$ cat src/rtl/core/assert_macros.svh
// ---------------------------------------------------------------------------
// Assertion macros
// Concurrent assertion helpers; they expand to nothing when SYNTH is defined.
// ---------------------------------------------------------------------------
`ifndef ASSERT_MACROS_SVH
`define ASSERT_MACROS_SVH

`ifndef SYNTH
// Property must hold at every clock edge outside reset.
`define FLA_ASSERT(label, clk, rst_n, prop, msg) \
	label: assert property (@(posedge clk) disable iff (!rst_n) prop) else $error(msg);
// Condition must never be true at a clock edge outside reset.
`define FLA_ASSERT_NEVER(label, clk, rst_n, cond, msg) \
	label: assert property (@(posedge clk) disable iff (!rst_n) !(cond)) else $error(msg);
`else
`define FLA_ASSERT(label, clk, rst_n, prop, msg)
`define FLA_ASSERT_NEVER(label, clk, rst_n, cond, msg)
`endif

`endif

$ cat src/rtl/core/fla32_pkg.sv
// ---------------------------------------------------------------------------
// fla32_pkg
// Shared constants, codes and types of the frame length / Adler-32 framer.
// ---------------------------------------------------------------------------
`timescale 1ns / 1ps

package fla32_pkg;

	localparam int BUFFER_BYTES = 16384;
	localparam int TAIL_SLACK   = 32;
	localparam int HEAD_ROOM    = 4;
	localparam int TRAILER_LEN  = 4;

	// Capacity compare is done at 18 bits: count (16) plus small offsets.
	localparam logic [17:0] FIT_LIMIT = 18'(BUFFER_BYTES - TAIL_SLACK);
	localparam logic [16:0] ADLER_MOD = 17'd65521;

	typedef enum logic {
		OP_BODY   = 1'b0,
		OP_FINISH = 1'b1
	} fla_op_t;

	typedef enum logic {
		REG_WRITES_ALLOWED  = 1'b0,
		REG_CHECKSUM_ENABLE = 1'b1
	} fla_reg_t;

	// Request from the input stage to the accumulator.
	typedef struct packed {
		logic       byte_en;
		logic       finish;
		logic [7:0] data;
		logic       writes_allowed;
	} fla_acc_req_t;

	// Running message state seen by the result logic.
	typedef struct packed {
		logic [15:0] sum_low;
		logic [15:0] sum_high;
		logic [15:0] byte_count;
		logic        drop_seen;
		logic        room4;
	} fla_acc_stat_t;

endpackage

$ cat src/rtl/core/frame_length_adler32_header.sv
// ---------------------------------------------------------------------------
// frame_length_adler32_header
// Outgoing message framer: counts body bytes, runs Adler-32, emits header.
// ---------------------------------------------------------------------------
// Usage:
//   Slave stream carries one request per beat: tuser = op (0 body byte,
//   1 finish), tdata = the body byte. A body byte yields no result; it is
//   counted and folded into the Adler-32 when writes are allowed and the
//   buffer still has room, else it is dropped and the drop flag is set.
//   A finish yields one result on the master stream: tdata holds the
//   length word and the checksum, tuser the present and dropped flags.
//   A request is registered in the input register and processed from
//   there; a finish result is then loaded into the output register.
//   Throughput: one request per cycle while no finish waits, set by the
//   single add-and-reduce pass through the two accumulators.
//   Stall: while the receiver holds off, a finish waits in the input
//   register behind the untaken result and the slave stream stops
//   accepting; body bytes advance only while no finish is waiting.
//   Reset: writes_allowed and checksum_enable come up as 1, a = 1, b = 0,
//   count 0, no drop seen, both streams empty.
//   Configuration: cfg_we with cfg_index / cfg_data, written while idle.
// ---------------------------------------------------------------------------
`timescale 1ns / 1ps
`include "assert_macros.svh"

module frame_length_adler32_header (
	input  logic        clk,
	input  logic        arst_n,
	// Configuration write port
	input  logic        cfg_we,
	input  logic        cfg_index,
	input  logic        cfg_data,
	// Slave stream
	input  logic        s_axis_tvalid,
	output logic        s_axis_tready,
	input  logic [7:0]  s_axis_tdata,   // [7:0] data_byte
	input  logic        s_axis_tuser,   // [0] op
	// Master stream
	output logic        m_axis_tvalid,
	input  logic        m_axis_tready,
	output logic [47:0] m_axis_tdata,   // [15:0] length_field, [47:16] checksum
	output logic [1:0]  m_axis_tuser    // [0] checksum_present, [1] bytes_dropped
);
	import fla32_pkg::*;

	// Configuration registers
	logic writes_allowed_q;
	logic checksum_enable_q;

	// Input register
	logic       s1_valid_q;
	fla_op_t    op_s1;
	logic [7:0] byte_s1;

	// Output register
	logic        m_valid_q;
	logic [47:0] m_tdata_q;
	logic [1:0]  m_tuser_q;

	logic          s1_go;
	logic          s_accept;
	logic          finish_go;
	fla_acc_req_t  acc_req;
	fla_acc_stat_t acc_stat;
	logic          present;
	logic [15:0]   length_word;
	logic [31:0]   sum_word;

	// Configuration: only bit 0 of the data is kept.
	always_ff @(posedge clk or negedge arst_n) begin
		if (!arst_n) begin
			writes_allowed_q  <= 1'b1;
			checksum_enable_q <= 1'b1;
		end else if (cfg_we) begin
			case (fla_reg_t'(cfg_index))
				REG_WRITES_ALLOWED:  writes_allowed_q  <= cfg_data;
				REG_CHECKSUM_ENABLE: checksum_enable_q <= cfg_data;
				default: ;
			endcase
		end
	end

	// A body byte always advances; a finish advances only when the output
	// register is free or is being emptied this cycle.
	assign s1_go = s1_valid_q && ((op_s1 == OP_BODY) || !m_valid_q || m_axis_tready);
	assign finish_go = s1_go && (op_s1 == OP_FINISH);
	assign s_axis_tready = !s1_valid_q || s1_go;
	assign s_accept = s_axis_tvalid && s_axis_tready;

	always_ff @(posedge clk or negedge arst_n) begin
		if (!arst_n) begin
			s1_valid_q <= 1'b0;
		end else if (s_accept) begin
			s1_valid_q <= 1'b1;
		end else if (s1_go) begin
			s1_valid_q <= 1'b0;
		end
	end

	// Payload of the input register needs no reset.
	always_ff @(posedge clk) begin
		if (s_accept) begin
			op_s1   <= fla_op_t'(s_axis_tuser);
			byte_s1 <= s_axis_tdata;
		end
	end

	assign acc_req = '{
		byte_en:        s1_go && (op_s1 == OP_BODY),
		finish:         finish_go,
		data:           byte_s1,
		writes_allowed: writes_allowed_q
	};

	fla32_acc u_acc (
		.clk    (clk),
		.arst_n (arst_n),
		.req    (acc_req),
		.stat   (acc_stat)
	);

	// Trailer goes in only when enabled, writes are allowed and four more bytes still fit.
	always_comb begin
		present     = checksum_enable_q && acc_stat.room4;
		length_word = acc_stat.byte_count + (present ? 16'(TRAILER_LEN) : 16'd0);
		sum_word    = present ? {acc_stat.sum_high, acc_stat.sum_low} : 32'd0;
	end

	// Output register: load on finish, drop valid once the result is taken.
	always_ff @(posedge clk or negedge arst_n) begin
		if (!arst_n) begin
			m_valid_q <= 1'b0;
		end else if (finish_go) begin
			m_valid_q <= 1'b1;
		end else if (m_axis_tready) begin
			m_valid_q <= 1'b0;
		end
	end

	always_ff @(posedge clk) begin
		if (finish_go) begin
			m_tdata_q <= {sum_word, length_word};
			m_tuser_q <= {acc_stat.drop_seen, present};
		end
	end

	assign m_axis_tvalid = m_valid_q;
	assign m_axis_tdata  = m_tdata_q;
	assign m_axis_tuser  = m_tuser_q;

	`FLA_ASSERT(a_finish_out, clk, arst_n, finish_go |=> m_valid_q, "finish did not load a result")
	`FLA_ASSERT_NEVER(a_no_overwrite, clk, arst_n, finish_go && m_valid_q && !m_axis_tready, "result overwritten while stalled")
	`FLA_ASSERT_NEVER(a_absent_zero, clk, arst_n, m_valid_q && !m_tuser_q[0] && (m_tdata_q[47:16] != 32'd0), "checksum nonzero without trailer")
	`FLA_ASSERT_NEVER(a_present_len, clk, arst_n, m_valid_q && m_tuser_q[0] && (m_tdata_q[15:0] < 16'(TRAILER_LEN)), "length missing trailer bytes")

endmodule

$ cat src/rtl/core/fla32_acc.sv
// ---------------------------------------------------------------------------
// fla32_acc
// Adler-32 accumulators, body byte count and drop flag of one message.
// ---------------------------------------------------------------------------
`timescale 1ns / 1ps
`include "assert_macros.svh"

module fla32_acc (
	input  logic                    clk,
	input  logic                    arst_n,
	input  fla32_pkg::fla_acc_req_t req,
	output fla32_pkg::fla_acc_stat_t stat
);
	import fla32_pkg::*;

	logic [15:0] sum_low_q;
	logic [15:0] sum_high_q;
	logic [15:0] byte_count_q;
	logic        drop_seen_q;

	logic        fits1;
	logic        room4;
	logic [16:0] a_sum;
	logic [16:0] a_red;
	logic [16:0] b_sum;
	logic [16:0] b_red;

	// Capacity: head room plus count plus request size stays below the limit.
	assign fits1 = req.writes_allowed &&
		(({2'b00, byte_count_q} + 18'(HEAD_ROOM + 1)) < FIT_LIMIT);
	assign room4 = req.writes_allowed &&
		(({2'b00, byte_count_q} + 18'(HEAD_ROOM + TRAILER_LEN)) < FIT_LIMIT);

	// Both sums stay below twice the modulus, so one subtract reduces them.
	always_comb begin
		a_sum = {1'b0, sum_low_q} + {9'd0, req.data};
		a_red = (a_sum >= ADLER_MOD) ? (a_sum - ADLER_MOD) : a_sum;
		b_sum = {1'b0, sum_high_q} + a_red;
		b_red = (b_sum >= ADLER_MOD) ? (b_sum - ADLER_MOD) : b_sum;
	end

	always_ff @(posedge clk or negedge arst_n) begin
		if (!arst_n) begin
			sum_low_q    <= 16'd1;
			sum_high_q   <= 16'd0;
			byte_count_q <= 16'd0;
			drop_seen_q  <= 1'b0;
		end else if (req.finish) begin
			sum_low_q    <= 16'd1;
			sum_high_q   <= 16'd0;
			byte_count_q <= 16'd0;
			drop_seen_q  <= 1'b0;
		end else if (req.byte_en) begin
			if (fits1) begin
				sum_low_q    <= a_red[15:0];
				sum_high_q   <= b_red[15:0];
				byte_count_q <= byte_count_q + 16'd1;
			end else begin
				drop_seen_q <= 1'b1;
			end
		end
	end

	assign stat = '{
		sum_low:    sum_low_q,
		sum_high:   sum_high_q,
		byte_count: byte_count_q,
		drop_seen:  drop_seen_q,
		room4:      room4
	};

	`FLA_ASSERT(a_reduced_a, clk, arst_n, ({1'b0, sum_low_q} < ADLER_MOD), "sum_low not reduced")
	`FLA_ASSERT(a_reduced_b, clk, arst_n, ({1'b0, sum_high_q} < ADLER_MOD), "sum_high not reduced")
	`FLA_ASSERT(a_clear, clk, arst_n, req.finish |=> (byte_count_q == 16'd0 && sum_low_q == 16'd1 && sum_high_q == 16'd0 && !drop_seen_q), "state not cleared after finish")

endmodule

$ cat config.mk
export PLATFORM = sky130hd
export DESIGN_NAME = frame_length_adler32_header
export DESIGN_NICKNAME = d
export VERILOG_FILES = /design/src/rtl/core/fla32_pkg.sv /design/src/rtl/core/frame_length_adler32_header.sv /design/src/rtl/core/fla32_acc.sv
export VERILOG_INCLUDE_DIRS = /design/src /design/src/rtl/core
export SDC_FILE = /design/constraint.sdc
export NUM_CORES = 1
export LEC_CHECK = 0
export BUFFER_PORTS_ARGS = -buffer_cell sky130_fd_sc_hd__buf_2
export CORE_MARGIN = 2
export CORE_UTILIZATION = 53
export DETAILED_ROUTE_END_ITERATION = 16
export GPL_ROUTABILITY_DRIVEN = 0
export GPL_TIMING_DRIVEN = 0
export HOLD_SLACK_MARGIN = 0.12
export PLACE_DENSITY = 0.75
export SYNTH_ARGS = -nofsm -noshare
export SYNTH_HDL_FRONTEND = slang
export SYNTH_SLANG_ARGS = --single-unit
$ cat constraint.sdc
create_clock -name clk -period 6 [get_ports clk]
set_clock_uncertainty 0.05 [all_clocks]
set_input_delay 0.6 -clock clk [delete_from_list [all_inputs] [get_ports clk]]
set_output_delay 0.6 -clock clk [all_outputs]
set_load 0.01 [all_outputs]
# After elaboration in Yosys (flattened, before gate mapping)

Index checks and enable logic that the tools add are counted.

Input port bits: 16
Bits in registers: 112
Output and inout bits: 52

Equal/unequal tests: 1
$lt $le $gt $ge: 4
Bitwise logic cells: 2
Muxes and demuxes: 19
Add/subtract/negate cells: 8
Reduce and logical (&&, ||, !) cells: 20

Operators with widths:

| operator                                                                       | number |
|---|---|
| 16-bit two-way mux                                                             | 10 |
| 18-bit by 14-bit less-than comparator with 1-bit output, second input constant | 2 |
| 17-bit by 16-bit >= comparator with 1-bit output, second input constant        | 2 |
| 16-bit by 17-bit adder with 17-bit output                                      | 1 |
| 16-bit by 3-bit adder with 17-bit output, second input constant                | 1 |
| 16-bit by 4-bit adder with 17-bit output, second input constant                | 1 |
| 16-bit by 8-bit adder with 17-bit output                                       | 1 |
| 17-bit two-way mux                                                             | 1 |
| 17-bit by 16-bit subtractor with 17-bit output, second input constant          | 1 |
| 16-bit by 1-bit adder with 16-bit output, second input constant                | 1 |
| 16-bit by 3-bit adder with 16-bit output                                       | 1 |
| 16-bit subtractor, second input constant                                       | 1 |
| 2-bit AND reduction                                                            | 4 |
| 2-bit nonzero test                                                             | 4 |
| 1-bit logical AND                                                              | 7 |
| 1-bit two-way mux                                                              | 7 |
| 1-bit logical OR                                                               | 3 |
| 3-bit two-way mux                                                              | 1 |
| 1-bit logical NOT                                                              | 2 |
| 2-bit != test, second input constant                                           | 1 |
| 1-bit inverter                                                                 | 2 |

# Longest topological paths before layout

Word-level depth: 9
Depth in mapped cells: 26

# By module

Synthesis repeated with hierarchy kept, for this count alone.

Cells, all modules: 795
Area total of the unflattened synthesis: 7742.4 µm²

Modules (own cells, without submodules):

| module                      | area each (µm²) | times used | cells each |
|---|---|---|---|
| fla32_acc                   | 5273.8          | 1          | 647 |
| frame_length_adler32_header | 2468.6          | 1          | 148 |

# Worst setup path before layout

OpenSTA, ideal clock, no wires.

Path kind: register to register
Start point: register u_acc.sum_low_q[0]
End point: register u_acc.sum_high_q[14]
Setup slack: 0.332 ns
Data arrival time: 5.544 ns
Buffers on the path: 1
Data required time: 5.875 ns
Cell stages (with the launch flop): 24
Path through: dfstp_2 -> ha_1 -> fa_1 -> or3_1 -> o21bai_1 -> o21ba_2 -> a22o_1 -> nand3_1 -> nand2_1 -> xnor2_1 -> ha_1 -> inv_1 -> fa_1 -> nand3b_1 -> nand2_1 -> a31oi_1 -> xnor2_1 -> and4_1 -> and4_1 -> buf_4 -> nand2_1 -> or4b_1 -> a211o_1 -> o21ai_2

Longest elaborated chain between the ends: 9

Ends and longest elaborated chain:

| what                                                                                                               | line            | text |
|---|---|---|
| from (decl)                                                                                                        | fla32_acc.sv:16 | `logic [15:0] sum_low_q;` |
| from (signal assigned)                                                                                             | fla32_acc.sv:55 | `sum_low_q <= a_red[15:0];` |
| 16-bit by 8-bit adder with 17-bit output (*)                                                                       | fla32_acc.sv:36 | `a_sum = {1'b0, sum_low_q} + {9'd0, req.data};` |
| 17-bit by 16-bit subtractor with 17-bit output or 17-bit by 16-bit >= comparator with 1-bit output (tied branches) | fla32_acc.sv:37 | `a_red = (a_sum >= ADLER_MOD) ? (a_sum - ADLER_MOD) : a_sum;` |
| 17-bit two-way mux (*)                                                                                             | fla32_acc.sv:37 |  |
| 16-bit by 17-bit adder with 17-bit output (*)                                                                      | fla32_acc.sv:38 | `b_sum = {1'b0, sum_high_q} + a_red;` |
| 16-bit subtractor or 17-bit by 16-bit >= comparator with 1-bit output (tied branches)                              | fla32_acc.sv:39 | `b_red = (b_sum >= ADLER_MOD) ? (b_sum - ADLER_MOD) : b_sum;` |
| 16-bit two-way mux (*)                                                                                             | fla32_acc.sv:39 |  |
| 16-bit two-way mux (*)                                                                                             | fla32_acc.sv:54 | `if (fits1) begin` |
| 16-bit two-way mux (*)                                                                                             | fla32_acc.sv:53 | `end else if (req.byte_en) begin` |
| 16-bit two-way mux (*)                                                                                             | fla32_acc.sv:48 | `end else if (req.finish) begin` |
| to (signal assigned)                                                                                               | fla32_acc.sv:56 | `sum_high_q <= b_red[15:0];` |
| to (decl)                                                                                                          | fla32_acc.sv:17 | `logic [15:0] sum_high_q;` |

Every way passes the cells marked *; elsewhere a longest branch is shown, timed or not. The select of a mux whose other input is x is not followed.
A chain may end at the register's enable or synchronous reset.

# Worst setup path after layout

Start point: register byte_s1[0]
End point: register u_acc.sum_high_q[14]

Longest elaborated chain between the ends: 9

Ends and longest elaborated chain:

| what                                                                                                               | line                               | text |
|---|---|---|
| from (decl)                                                                                                        | frame_length_adler32_header.sv:53  | `logic [7:0] byte_s1;` |
| from (signal assigned)                                                                                             | frame_length_adler32_header.sv:104 | `byte_s1 <= s_axis_tdata;` |
| 16-bit by 8-bit adder with 17-bit output (*)                                                                       | fla32_acc.sv:36                    |  |
| 17-bit by 16-bit subtractor with 17-bit output or 17-bit by 16-bit >= comparator with 1-bit output (tied branches) | fla32_acc.sv:37                    |  |
| 17-bit two-way mux (*)                                                                                             | fla32_acc.sv:37                    |  |
| 16-bit by 17-bit adder with 17-bit output (*)                                                                      | fla32_acc.sv:38                    |  |
| 16-bit subtractor or 17-bit by 16-bit >= comparator with 1-bit output (tied branches)                              | fla32_acc.sv:39                    |  |
| 16-bit two-way mux (*)                                                                                             | fla32_acc.sv:39                    |  |
| 16-bit two-way mux (*)                                                                                             | fla32_acc.sv:54                    |  |
| 16-bit two-way mux (*)                                                                                             | fla32_acc.sv:53                    |  |
| 16-bit two-way mux (*)                                                                                             | fla32_acc.sv:48                    |  |

Marked as above.

==> metrics.cfg <==
[layout]
fill_cells=924
fin_util_pct=68.14
drive_gt1_share_pct=28.18
seq_area_um2=3103
multi_input_area_um2=4400
nets=918
diodes=0
fin_area_um2=9060
areaGrowthSynthToFinish_pct=25.10

[clocking]
cts_tree=done
clk_latency_ns=0.37
cts.sinks=112
clkTransAtPathRegs_ns=0.08
cts.htree.levels=3
clock_path_buffers=2
numCtsBuffers=9
hold_buffers=0
cts_root_buffer=clkbuf_16

[route]
dr.first_iter.drc_count=746
vias_per_cell=6.169
met1_length_mm=8.047
routed_wl_mm=19.78
dr_wl_met3_mm=1.264
ant_nets=0
dr.max_layer_used=met4
wire_per_inst_um=18.86
vias=6471
drc_errors=0
first_pass_iters=6
wl_met2_mm=9.566

[setup_path]
r2r_start=byte_s1[0]$_DFFE_PP_
crit_arrival_ns=6.11
crit_family=compound AO/OA/AOI/OAI gates
path_class=flop to flop
end_kind=flop
critPathLaunchType=flop
rr_endpoint=u_acc.sum_high_q[14]$_DFFE_PN0P_
required_ns=6.18
r2r_cells=25
worst-path-max-fanout=5
critPathMaxStageDelay_ns=0.47
path_buf_inv=2
reg2reg_slack_ns=0.07
cp_slowest_cell=or4_1

[place]
hpwl_mm=12.74
port_buffers=67
placed_area_um2=7833

[die]
die_h_um=120.9
placementRows=42
pin_count=68
start_util_pct=54.47
dieArea_um2=14620
die_w_um=120.9
coreArea_um2=13300

[timing]
rsz0062_at_grt=yes
fin_crit_sh_pct=98.78
min_period_ns=5.927
finalHoldViolations=0
maxSlewViolCount=0
holdWs_ns=0.2505
tns_ns=0
slew_headroom_pct=45.43
tightest_slew_ns=0.8168
max_freq_ghz=0.1687
setup_viol=0

[power]
p_total_mw=4.256
leakage_nw=3.699
powerDensity_nw_per_um2=469.8
peakVddDrop_uv=395.7

[status]
outcome=finished clean

[grt]
grt_max_degree=54
grt_pass1_vias=5802
antenna_found_initial=0
grt_pass1_wl_mm=29.08
grt_usage_pct=25.62
grt_overflow=0

[synthesis]
synth_top_flop_cell=edfxtp_1
syn_nets=799
yosys_warnings=0
ys_seq_elements=112
synth_area_um2=7242
synthCells=749
avgSynthCellArea_um2=9.669
ys_seq_area_share_pct=42.83
async_reset_ff_share_pct=47.32
synth_edf_count=59
synth.distinct_cells=77

[worst_hold_path]
min_path_type=input pin to async pin

[flow_run]
maxCapViolations=0

-- placed cells by master, fill, tap and decap left out, drive strengths merged, types with 43 or more instances in the layout --
cell type and n:
buf 130, o21ai 46, edfxtp 59, dfrtp 50
and2 43, nor2 57, a21oi 51, nand2 54
-- final cells by class --
type | instances | share of cell area, %
Multi-Input combinational cell | 570 | 48.57
Clock buffer | 14 | 3.024
Tap cell | 176 | 2.431
Sequential cell | 112 | 34.25
Clock inverter | 2 | 0.6629
Inverter | 23 | 0.9529
Timing Repair Buffer | 110 | 7.651
Buffer | 42 | 2.458
-- how the worst max path moves through the flow --
stage / start / endpoint / slack (ns) / cells after the start
final: byte_s1[0]$_DFFE_PP_ / u_acc.sum_high_q[14]$_DFFE_PN0P_ / 0.07 / 25
after global routing: byte_s1[0]$_DFFE_PP_ / u_acc.sum_high_q[12]$_DFFE_PN0P_ / -0.16 / 26
after CTS: u_acc.sum_low_q[0]$_DFFE_PN1P_ / u_acc.sum_high_q[14]$_DFFE_PN0P_ / 0.01 / 23
after detailed placement: byte_s1[0]$_DFFE_PP_ / u_acc.sum_high_q[14]$_DFFE_PN0P_ / -0.40 / 25
after global placement: byte_s1[0]$_DFFE_PP_ / u_acc.sum_high_q[6]$_DFFE_PN0P_ / -0.28 / 23
after floorplan: u_acc.sum_low_q[0]$_DFFE_PN1P_ / u_acc.sum_high_q[14]$_DFFE_PN0P_ / 0.33 / 23
-- routing by layer --
layer | vias up | global-route usage, %
li1 | 2948 | -
met1 | 3123 | 32.12
met2 | 340 | 41.57
met3 | 60 | 3.477
met4 | 0 | 16.57
met5 | - | 0
-- flip-flops by register name (all words and copies together), names as in the netlist --
signal / flops
op_s1: 1
m_axis_tuser: 2
m_axis_tvalid: 1
writes_allowed_q: 1
u_acc.byte_count_q: 16
m_axis_tdata: 48
byte_s1: 8
u_acc.drop_seen_q: 1
s1_valid_q: 1
u_acc.sum_low_q: 16
checksum_enable_q: 1
u_acc.sum_high_q: 16
-- Yosys cell counts, drive strengths merged (3+ instances only) --
cell type	number	area [µm²]
edfxtp	59	1772
nor2	57	214.0
nand2	54	202.7
a21oi	51	285.3
dfrtp	50	1251
o21ai	46	237.7
and2	43	269.0
nand3	36	180.2
xnor2	36	322.8
ha	32	400.4
xor2	32	280.3
clkbuf	24	91.33
inv	22	82.58
buf	21	136.4
a211oi	19	152.6
a31oi	13	81.33
and3	13	81.33
nand4	13	87.58
nor3	13	70.07
mux2i	9	90.09
a21o	8	60.06
and4	8	70.07
nor2b	8	50.05
o211ai	8	73.82
nor4	6	37.54
or2	5	31.28
a211o	4	35.03
mux2	4	45.04
nand2b	4	25.02
or3	4	25.02
a311oi	3	26.28
dfstp	3	78.83
o22ai	3	18.77
-- per-stage QoR --
step,setup WS [ns],instances
floorplan,0.3317,749
global placement,-0.2824,992
detailed placement,-0.3984,994
CTS,0.01378,1015
global route,-0.1631,1049
finish,0.07294,1049
-- logic make-up (layout without fill, tap and decap cells) --
family	Yosys count	count (layout)	synth area share, %
AOI/OAI and AO/OA	179	180	16.64
xor gates and xnor gates	68	68	8.328
adders and majority gates	34	34	6.082
buffers and inverters	68	191	4.336
DFF	112	112	42.83
muxes	13	13	1.866
and+or+nand+nor	275	275	19.92
-- repair_timing --
item / 4_1_cts / 5_1_grt
cloned: 0 / 1
setup buffers: 6 / 35
gates resized for setup: 38 / 67
pin swaps: 12 / 60
setup endpoints to repair: 16 / 16
-- report_power, final --
part           internal [mW]  switching (mW)
registers              0.928           0.103
logic                   1.07            1.47
clock network          0.401           0.276
(Power assumes the default switching activity.)
